### config.mk
export PLATFORM = sky130hd
export DESIGN_NAME = date_difference_days_core
export DESIGN_NICKNAME = d
export VERILOG_FILES = /design/src/rtl/ddd_pkg.sv /design/src/rtl/ddd_ordinal.sv /design/src/rtl/date_difference_days_core.sv
export VERILOG_INCLUDE_DIRS = /design/src /design/src/rtl
export SDC_FILE = /design/constraint.sdc
export NUM_CORES = 2
export LEC_CHECK = 0
export CAP_MARGIN = 15
export CORE_MARGIN = 2
export CORE_UTILIZATION = 55
export CTS_CLUSTER_SIZE = 28
export DETAILED_ROUTE_END_ITERATION = 8
export DONT_BUFFER_PORTS = 1
export MAX_ROUTING_LAYER = met4
export PLACE_DENSITY_LB_ADDON = 0.12
export SLEW_MARGIN = 20
export SYNTH_ARGS = -nofsm -noshare
export SYNTH_HDL_FRONTEND = slang
export SYNTH_HIERARCHICAL = 1
export SYNTH_SLANG_ARGS = --single-unit
export TNS_END_PERCENT = 20
### constraint.sdc
create_clock -name aclk -period 15.38 [get_ports aclk]
set_clock_uncertainty 0.1 [all_clocks]
set_input_delay 2.307 -clock aclk [delete_from_list [all_inputs] [get_ports aclk]]
set_output_delay 2.307 -clock aclk [all_outputs]
set_load 0.1 [all_outputs]
### src/rtl/date_difference_days_core_defines.svh
// Assertion macros shared by the date difference RTL.
// Taken in by `include in the files that carry concurrent checks; no dependencies.
`ifndef DATE_DIFFERENCE_DAYS_CORE_DEFINES_SVH
`define DATE_DIFFERENCE_DAYS_CORE_DEFINES_SVH

// Same-cycle implication, disabled while reset is asserted
`define DDD_ASSERT_NOW(lbl, clk, rst_n, ante, cons) \
    lbl: assert property (@(posedge clk) disable iff (!(rst_n)) (ante) |-> (cons)) \
        else $error("date difference check failed");

// Next-cycle implication, disabled while reset is asserted
`define DDD_ASSERT_NEXT(lbl, clk, rst_n, ante, cons) \
    lbl: assert property (@(posedge clk) disable iff (!(rst_n)) (ante) |=> (cons)) \
        else $error("date difference check failed");

`endif

### src/rtl/ddd_pkg.sv
// Shared types, widths and constants for the date difference core.
// No dependencies; used by ddd_ordinal and date_difference_days_core.
`default_nettype none

package ddd_pkg;

    // Field widths
    localparam int DAY_W   = 5;
    localparam int MONTH_W = 4;
    localparam int YEAR_W  = 14;
    localparam int ORD_W   = 23;   // ordinal day number, year up to 16383
    localparam int DIST_W  = 22;
    localparam int QTR_W   = YEAR_W - 2;
    localparam int PROD_W  = 2 * QTR_W;
    localparam int CENT_W  = 8;    // quotient of quarter years by 25
    localparam int DBM_W   = 9;

    // Packed stream widths
    localparam int S_TDATA_W = 48;
    localparam int M_TDATA_W = 24;

    // Reciprocal of 25: exact floor for quarter years below 4681
    localparam logic [QTR_W-1:0] RECIP_25    = QTR_W'(2622);
    localparam int               RECIP_SHIFT = 16;
    localparam logic [QTR_W-1:0] TWENTY_FIVE = QTR_W'(25);
    localparam logic [ORD_W-1:0] DAYS_COMMON = ORD_W'(365);

    localparam logic [MONTH_W-1:0] MARCH = MONTH_W'(3);

    // Per-stage load enables handed to the ordinal datapath
    typedef struct packed {
        logic s1;
        logic s2;
        logic s3;
    } stage_en_t;

    // Days in the months before month m of a common year
    function automatic logic [DBM_W-1:0] days_before_month(input logic [MONTH_W-1:0] m);
        logic [DBM_W-1:0] d;
        unique case (m)
            4'd0:    d = 9'd0;
            4'd1:    d = 9'd0;
            4'd2:    d = 9'd31;
            4'd3:    d = 9'd59;
            4'd4:    d = 9'd90;
            4'd5:    d = 9'd120;
            4'd6:    d = 9'd151;
            4'd7:    d = 9'd181;
            4'd8:    d = 9'd212;
            4'd9:    d = 9'd243;
            4'd10:   d = 9'd273;
            4'd11:   d = 9'd304;
            4'd12:   d = 9'd334;
            default: d = 9'd365;
        endcase
        return d;
    endfunction

endpackage

`default_nettype wire

### src/rtl/ddd_ordinal.sv
// Three-stage datapath mapping one date to its ordinal day number.
// Depends on ddd_pkg; stage loads come from the valid chain in the top level.
`default_nettype none

module ddd_ordinal (
    input  wire logic                          aclk,
    input  wire ddd_pkg::stage_en_t            en,
    input  wire logic [ddd_pkg::DAY_W-1:0]     day,
    input  wire logic [ddd_pkg::MONTH_W-1:0]   month,
    input  wire logic [ddd_pkg::YEAR_W-1:0]    year,
    output logic      [ddd_pkg::ORD_W-1:0]     ordinal
);

    // Stage 1: quarter years and reciprocal products
    logic [ddd_pkg::YEAR_W-1:0]  yr_m1;
    logic [ddd_pkg::QTR_W-1:0]   qtr_prev_next;
    logic [ddd_pkg::QTR_W-1:0]   qtr_own_next;
    logic [ddd_pkg::PROD_W-1:0]  prod_prev_next;
    logic [ddd_pkg::PROD_W-1:0]  prod_own_next;

    logic [ddd_pkg::YEAR_W-1:0]  s1_year_reg;
    logic [ddd_pkg::MONTH_W-1:0] s1_month_reg;
    logic [ddd_pkg::DAY_W-1:0]   s1_day_reg;
    logic [ddd_pkg::QTR_W-1:0]   s1_qtr_prev_reg;
    logic [ddd_pkg::QTR_W-1:0]   s1_qtr_own_reg;
    logic [ddd_pkg::PROD_W-1:0]  s1_prod_prev_reg;
    logic [ddd_pkg::PROD_W-1:0]  s1_prod_own_reg;

    assign yr_m1          = year - ddd_pkg::YEAR_W'(1);
    assign qtr_prev_next  = yr_m1[ddd_pkg::YEAR_W-1:2];
    assign qtr_own_next   = year[ddd_pkg::YEAR_W-1:2];
    assign prod_prev_next = ddd_pkg::PROD_W'(qtr_prev_next) * ddd_pkg::PROD_W'(ddd_pkg::RECIP_25);
    assign prod_own_next  = ddd_pkg::PROD_W'(qtr_own_next) * ddd_pkg::PROD_W'(ddd_pkg::RECIP_25);

    always_ff @(posedge aclk) begin
        if (en.s1) begin
            s1_year_reg      <= year;
            s1_month_reg     <= month;
            s1_day_reg       <= day;
            s1_qtr_prev_reg  <= qtr_prev_next;
            s1_qtr_own_reg   <= qtr_own_next;
            s1_prod_prev_reg <= prod_prev_next;
            s1_prod_own_reg  <= prod_own_next;
        end
    end

    // Stage 2: leap count of earlier years, leap flag, whole-year days
    logic [ddd_pkg::CENT_W-1:0]  cent_prev;
    logic [ddd_pkg::CENT_W-1:0]  cent_own;
    logic [ddd_pkg::QTR_W-1:0]   cent_rem;
    logic [ddd_pkg::QTR_W-1:0]   leaps_next;
    logic                        is_leap_next;
    logic [ddd_pkg::ORD_W-1:0]   yr_days_next;

    logic [ddd_pkg::QTR_W-1:0]   s2_leaps_reg;
    logic                        s2_is_leap_reg;
    logic                        s2_yr_nz_reg;
    logic [ddd_pkg::ORD_W-1:0]   s2_yr_days_reg;
    logic [ddd_pkg::MONTH_W-1:0] s2_month_reg;
    logic [ddd_pkg::DAY_W-1:0]   s2_day_reg;

    assign cent_prev = s1_prod_prev_reg[ddd_pkg::RECIP_SHIFT +: ddd_pkg::CENT_W];
    assign cent_own  = s1_prod_own_reg[ddd_pkg::RECIP_SHIFT +: ddd_pkg::CENT_W];
    // leaps through n: n/4 - n/100 + n/400
    assign leaps_next = s1_qtr_prev_reg - ddd_pkg::QTR_W'(cent_prev)
                      + ddd_pkg::QTR_W'(cent_prev[ddd_pkg::CENT_W-1:2]);
    // remainder of quarter years by 25: zero means divisible by 100
    assign cent_rem   = s1_qtr_own_reg - ddd_pkg::QTR_W'(cent_own) * ddd_pkg::TWENTY_FIVE;
    assign is_leap_next = (s1_year_reg[1:0] == 2'd0)
                        && ((cent_rem != '0) || (cent_own[1:0] == 2'd0));
    assign yr_days_next = ddd_pkg::ORD_W'(s1_year_reg) * ddd_pkg::DAYS_COMMON;

    always_ff @(posedge aclk) begin
        if (en.s2) begin
            s2_leaps_reg   <= leaps_next;
            s2_is_leap_reg <= is_leap_next;
            s2_yr_nz_reg   <= (s1_year_reg != '0);
            s2_yr_days_reg <= yr_days_next;
            s2_month_reg   <= s1_month_reg;
            s2_day_reg     <= s1_day_reg;
        end
    end

    // Stage 3: sum of years, months and day
    logic [ddd_pkg::ORD_W-1:0] year_part;
    logic [ddd_pkg::ORD_W-1:0] month_part;
    logic [ddd_pkg::ORD_W-1:0] ordinal_next;
    logic [ddd_pkg::ORD_W-1:0] ordinal_reg;

    // year zero counts nothing before it; otherwise year 0 adds its leap day
    assign year_part  = s2_yr_nz_reg
                      ? (s2_yr_days_reg + ddd_pkg::ORD_W'(1) + ddd_pkg::ORD_W'(s2_leaps_reg))
                      : '0;
    assign month_part = ddd_pkg::ORD_W'(ddd_pkg::days_before_month(s2_month_reg))
                      + ddd_pkg::ORD_W'((s2_month_reg >= ddd_pkg::MARCH) && s2_is_leap_reg);
    assign ordinal_next = year_part + month_part + ddd_pkg::ORD_W'(s2_day_reg);

    always_ff @(posedge aclk) begin
        if (en.s3) begin
            ordinal_reg <= ordinal_next;
        end
    end

    assign ordinal = ordinal_reg;

endmodule

`default_nettype wire

### src/rtl/date_difference_days_core.sv
// Throughput: one date pair per cycle while m_tready is high; the four-stage
// pipeline with per-stage valid bits sets it, and a stalled output still lets
// bubbles upstream fill; m_tdata comes from the stage 4 output register.
// Reset: aresetn (synchronous, active low) clears all valid bits; no clearing pass.
// Top level of the Gregorian date difference core.
// Depends on ddd_pkg, ddd_ordinal and date_difference_days_core_defines.svh.
`default_nettype none

`include "date_difference_days_core_defines.svh"

module date_difference_days_core (
    input  wire logic                              aclk,
    input  wire logic                              aresetn,
    // s_tdata: first_day[4:0], first_month[8:5], first_year[22:9],
    //          second_day[27:23], second_month[31:28], second_year[45:32], zero[47:46]
    input  wire logic                              s_tvalid,
    output logic                                   s_tready,
    input  wire logic [ddd_pkg::S_TDATA_W-1:0]     s_tdata,
    // m_tdata: day_distance[21:0], zero[23:22]
    output logic                                   m_tvalid,
    input  wire logic                              m_tready,
    output logic      [ddd_pkg::M_TDATA_W-1:0]     m_tdata
);

    // Valid chain: a stage loads when empty or when its successor moves on
    logic v1_reg, v2_reg, v3_reg, v4_reg;
    logic rdy1, rdy2, rdy3, rdy4;
    ddd_pkg::stage_en_t en;

    assign rdy4 = !v4_reg || m_tready;
    assign rdy3 = !v3_reg || rdy4;
    assign rdy2 = !v2_reg || rdy3;
    assign rdy1 = !v1_reg || rdy2;

    assign en.s1 = rdy1;
    assign en.s2 = rdy2;
    assign en.s3 = rdy3;

    always_ff @(posedge aclk) begin
        if (!aresetn) begin
            v1_reg <= 1'b0;
            v2_reg <= 1'b0;
            v3_reg <= 1'b0;
            v4_reg <= 1'b0;
        end else begin
            if (rdy1) v1_reg <= s_tvalid;
            if (rdy2) v2_reg <= v1_reg;
            if (rdy3) v3_reg <= v2_reg;
            if (rdy4) v4_reg <= v3_reg;
        end
    end

    // Two ordinal datapaths, one per date
    logic [ddd_pkg::ORD_W-1:0] ord_a;
    logic [ddd_pkg::ORD_W-1:0] ord_b;

    ddd_ordinal u_ord_first (
        .aclk    (aclk),
        .en      (en),
        .day     (s_tdata[4:0]),
        .month   (s_tdata[8:5]),
        .year    (s_tdata[22:9]),
        .ordinal (ord_a)
    );

    ddd_ordinal u_ord_second (
        .aclk    (aclk),
        .en      (en),
        .day     (s_tdata[27:23]),
        .month   (s_tdata[31:28]),
        .year    (s_tdata[45:32]),
        .ordinal (ord_b)
    );

    // Stage 4: absolute difference into the output register
    logic [ddd_pkg::ORD_W-1:0]  diff;
    logic [ddd_pkg::DIST_W-1:0] dist_reg;

    assign diff = (ord_a >= ord_b) ? (ord_a - ord_b) : (ord_b - ord_a);

    always_ff @(posedge aclk) begin
        if (rdy4) begin
            dist_reg <= diff[ddd_pkg::DIST_W-1:0];
        end
    end

    assign s_tready = rdy1;
    assign m_tvalid = v4_reg;
    assign m_tdata  = {(ddd_pkg::M_TDATA_W - ddd_pkg::DIST_W)'(0), dist_reg};

    // Checks on the valid chain
    `DDD_ASSERT_NEXT(a_accept_fills_s1, aclk, aresetn, s_tvalid && s_tready, v1_reg)
    `DDD_ASSERT_NOW(a_stall_only_when_full, aclk, aresetn, !s_tready,
                    v1_reg && v2_reg && v3_reg && v4_reg)
    `DDD_ASSERT_NEXT(a_s3_holds_on_stall, aclk, aresetn, v3_reg && v4_reg && !m_tready,
                     v3_reg)

endmodule

`default_nettype wire
# Yosys cells after proc, flatten, opt, wreduce, memory -nomap -nowiden
# Memories as Yosys holds them, arrays and structs flattened. A register that Yosys moved wholly into a read port is not among the register bits.
# Index checks and enable logic that the tools add are counted.
totals:
  mem_count: 2
  reg_bits: 350
  word_cells: 93
  mem_bits_ro: 288
  in_bits: 52
op_classes:
  mul: 8
  n_reduce_logical: 22
  muxes: 5
  addsub: 20
  order_cmp: 3
memory_table:
  columns: ["name", "depth", "word_bits", "rd", "rd_clocked_by_memory_dff", "wr", "line", "text"]
  rows:
  - ["(no name shown)", 16, 9, 1, 1, 0, "ddd_pkg.sv:40", "unique case (m)"]
  - ["(no name shown)", 16, 9, 1, 1, 0, "ddd_pkg.sv:40", null]
op_table:
  columns: ["op", "n"]
  rows:
  - ["12-bit by 11-bit multiplier with 23-bit output, second input constant", 4]
  - ["23-bit by 1-bit adder with 23-bit output, second input constant", 2]
  - ["23-bit by 12-bit adder with 23-bit output", 2]
  - ["23-bit adder", 2]
  - ["23-bit by 5-bit adder with 23-bit output", 2]
  - ["14-bit by 9-bit multiplier with 23-bit output, second input constant", 2]
  - ["23-bit two-way mux", 2]
  - ["22-bit subtractor", 2]
  - ["14-bit nonzero test", 2]
  - ["14-bit by 1-bit subtractor with 14-bit output, second input constant", 2]
  - ["12-bit by 6-bit adder with 12-bit output", 2]
  - ["8-bit by 5-bit multiplier with 12-bit output, second input constant", 2]
  - ["12-bit nonzero test", 2]
  - ["12-bit subtractor", 2]
  - ["12-bit by 8-bit subtractor with 12-bit output", 2]
  - ["23-bit greater-or-equal comparator", 1]
  - ["22-bit two-way mux", 1]
  - ["9-bit by 1-bit adder with 10-bit output", 2]
  - ["4-bit by 2-bit greater-or-equal comparator with 1-bit output, second input constant", 2]
  - ["2-bit zero test", 4]
  - ["4-bit two-way mux", 2]
  - ["1-bit logical OR", 6]
  - ["1-bit logical AND", 4]
  - ["1-bit zero test", 4]

# Longest topological paths before layout
depth:
  depth_word: 5
  mapped_depth: 28

# Cells and area by module
# Netlist, hierarchy kept.
modules_own_cells:
  columns: ["mod", "instances", "area_per_inst_um2", "cells_per_inst"]
  rows:
  - ["ddd_ordinal (u_ord_first)", 1, 15507.4, 1459]
  - ["ddd_ordinal (u_ord_second)", 1, 15478.6, 1467]
  - ["date_difference_days_core", 1, 3084.2, 381]

# Worst setup path after synthesis
# OpenSTA, ideal clock, no wires.
synth_timing:
  path_type: "in2reg"
  from: "input port s_tdata[12] (netlist name)"
  to: "register u_ord_first/s1_prod_prev_reg[23] (netlist name), data pin"
  path_buffers: 0
  t_arrival_ps: 8155
  path_stages: 27
  path_slack_ps: 6859
  path_cell_list: "inv_1 > ha_1 > o21ai_0 > nand3_1 > a21boi_0 > and2_1 > o21ai_0 > xnor2_1 > inv_1 > fa_1 > inv_1 > ha_1 > fa_1 > fa_1 > inv_1 > fa_1 > inv_1 > ha_1 > and4_1 > o221ai_1 > a21oi_1 > o21a_1 > o211a_1 > o21ai_1 > a21boi_1 > o41ai_1 > xnor2_1"
synth_via:
  elab_chain_len: 2
synth_lines:
  columns: ["element", "line", "text"]
  rows:
  - ["from (decl)", "date_difference_days_core.sv:18", "input wire logic [ddd_pkg::S_TDATA_W-1:0] s_tdata,"]
  - ["14-bit by 1-bit subtractor with 14-bit output", "ddd_ordinal.sv:29", "assign yr_m1 = year - ddd_pkg::YEAR_W'(1);"]
  - ["net u_ord_first.yr_m1 (one bit)", "ddd_ordinal.sv:15", "logic [ddd_pkg::YEAR_W-1:0] yr_m1;"]
  - ["12-bit by 11-bit multiplier with 23-bit output", "ddd_ordinal.sv:32", "assign prod_prev_next = ddd_pkg::PROD_W'(qtr_prev_next) * ddd_pkg::PROD_W'(ddd_pkg::RECIP_25);"]
  - ["net u_ord_first.prod_prev_next (one bit)", "ddd_ordinal.sv:18", "logic [ddd_pkg::PROD_W-1:0] prod_prev_next;"]
  - ["to (signal assigned)", "ddd_ordinal.sv:42", "s1_prod_prev_reg <= prod_prev_next;"]
  - ["to (decl)", "ddd_ordinal.sv:26", "logic [ddd_pkg::PROD_W-1:0] s1_prod_prev_reg;"]
# The timed path passes the listed nets, and every way through them passes these cells.
# A chain may end at the register's enable or synchronous reset.

# Worst setup path after layout
# Ends and elaborated chain as after synthesis.

==> metrics.txt <==
outcome finished, final reports clean; most common cell after layout, fill and taps aside inv_1; max_cap viols 0; highest clock rate 0.1145 GHz; Worst Setup SP s_tdata[12]; Initial DRT Pass Iterations 7; die area 63,950 µm²; Buffers on Ports 0; path type of the worst setup path in2reg; via count 22,230; routability cong. 0.9049; Initial DRC Count 878; mux cell area share after synthesis 0.9218%; Post-Syn Area 34,070 µm²; most frequent cells in the layout inv_1, ha_1, fa_1; Initial Util 55.41%; Req. time, crit path 15,560 ps; Yosys reg bits 284; Final Setup Violations 0; post-synthesis compound-gate area fraction 9.662%; endpoints failing hold 0; gr usage total 22.49%; Die W 252.9 µm; synth unique cells 94; # hold bufs at CTS 0; Critical Path Sink Type register; global-route wire length before repair 113,300 µm; setup tns final 0 ps; Post-Syn Instances 3,307; synth-to-layout area growth 6.012%; crit path max fanout 7; RSZ-0062 raised after global routing false; period utilization 56.77%; Core ar. 61,480 µm²; largest net degree at the start of global routing 63; Worst EP arrival 8910 ps; Vias per Instance 5.374; HP Class reg2reg; Critical Path Most Common Cell inv_1; Boundary Pins 78; main combinational cell family by area after synthesis adder cells; antenna violations before repair 3; Slew Viols, Final 0; nets@finish 4,356; Synth Area in Adders 42.70%; num rows 91; share of cells above drive strength 1 3.528%; Clock Tree Root clkbuf_16; Mapped Avg Cell Area 10.30 µm²; Post-Synth XOR/XNOR Area 5.600%; r2r startpoint u_ord_second/s2_leaps_reg[0]; Slew headroom 28.08%; Worst-Margin Slew 1071 ps; routed length per instance 16.21 µm; dominant synthesized flop cell edfxtp_1; clk sink count 284; worst skew pair latency 550 ps; die height 252.9 µm; setup repair bufs after CTS 0; clock buffer depth 3; Startpoint Class primary input; fraction of the mapped netlist area in simple logic gates 8.237%; DRC viols 0; Synth area leaders ha_1, edfxtp_1, fa_1; WL final 67,070 µm; final core utilization 58.74%; Antenna Nets Post-Route 0; max incr delay on CP 610 ps; Synthesis Warnings 6; grt ovf 0; vias in the first global route 23,230; hold path startpoint u_ord_first/s1_day_reg[4]; cts bufs inserted 36; area leader, netlist ha_1; post-DP HPWL 55,590 µm; EDFF count, synth 262; maximum level of the CTS H-tree 2; CTS tree built; Clk pin slew, worst setup/hold paths 50 ps; CP max stage cell xnor2_1; post-synthesis sequential area ratio 24.38%; share of the synthesized area in the top cell type 25.19%; Post-synth ARST share 0%; Tmin final 8731 ps; Resized Gates After CTS 0
==> stage by stage <==
stage               worst slack, ps  cell area (µm²)  hold WS, ps  cells
finish                         6649            36120        317.0   4137
global route                   6064            36120        321.2   4136
CTS                            6625            36100        319.4   4135
detailed placement             6058            34960        305.6   4072
global placement               6204            34960        302.7   4072
floorplan                      6859            34070        300.3   3308
==> cell usage after synthesis, types with 25 or more instances <==
| cell | number |
|---|---|
| nand2_1 | 105 |
| xor2_1 | 64 |
| fa_1 | 298 |
| nand2b_1 | 31 |
| xnor2_1 | 152 |
| o21a_1 | 45 |
| a21o_1 | 46 |
| edfxtp_1 | 262 |
| nor3_1 | 51 |
| a21oi_1 | 143 |
| nor2b_1 | 26 |
| nand4_1 | 25 |
| ha_1 | 686 |
| nor2_1 | 150 |
| nand3_1 | 40 |
| inv_1 | 716 |
| o21ai_0 | 89 |
==> cells by family (layout without fill, tap and decap cells) <==
| group | count (synthesis) | after routing |
|---|---|---|
| DFF | 284 | 284 |
| and+or+nand+nor | 543 | 543 |
| muxes | 28 | 28 |
| AOI/OAI and AO/OA | 497 | 497 |
| xor gates and xnor gates | 217 | 217 |
| buffers and inverters | 753 | 790 |
| other | 1 | 4 |
| adders and majority gates | 984 | 984 |
==> cell type report <==
cell class,count,area (µm²)
Sequential cell,284,8308
Fill cell,5278,25370
Multi-Input combinational cell,2271,22900
Tap cell,790,988.4
Antenna cell,2,5.005
Clock buffer,43,927.1
Clock inverter,20,215.2
Inverter,716,2690
Timing Repair Buffer,11,82.58
==> worst paths after layout <==
| path | to | slack (ps) | cells after the start |
|---|---|---|---|
| setup reg to reg | u_ord_second/ordinal[21] | 10040 | 19 |
| hold reg to reg | u_ord_first/s2_day_reg[4] | 320 | 0 |
| setup / recovery | u_ord_first/s1_prod_prev_reg[23] | 6650 | 27 |
| hold / removal | u_ord_first/s2_day_reg[4] | 320 | 0 |
==> worst max-delay path, delay by kind of cell <==
family,cells,cell delay (ps)
buffers and inverters,5,520
adders and majority gates,7,2970
AOI/OAI and AO/OA,10,1830
and+or+nand+nor,3,580
xor gates and xnor gates,2,710
==> per-layer routing <==
layer  part of all wire (%)  vias up  track usage (%)  wire [µm]
li1                       -    11110                -          -
met1                     48    10730            30.24      32100
met2                     47      309            36.35      31210
met3                    3.5       81            2.961       2362
met4                    2.1        0            5.275       1396
met5                      0        -                -          0
Power is not shown: default switching activity piles up to over one toggle a cycle in this logic, so the estimate is an artifact.
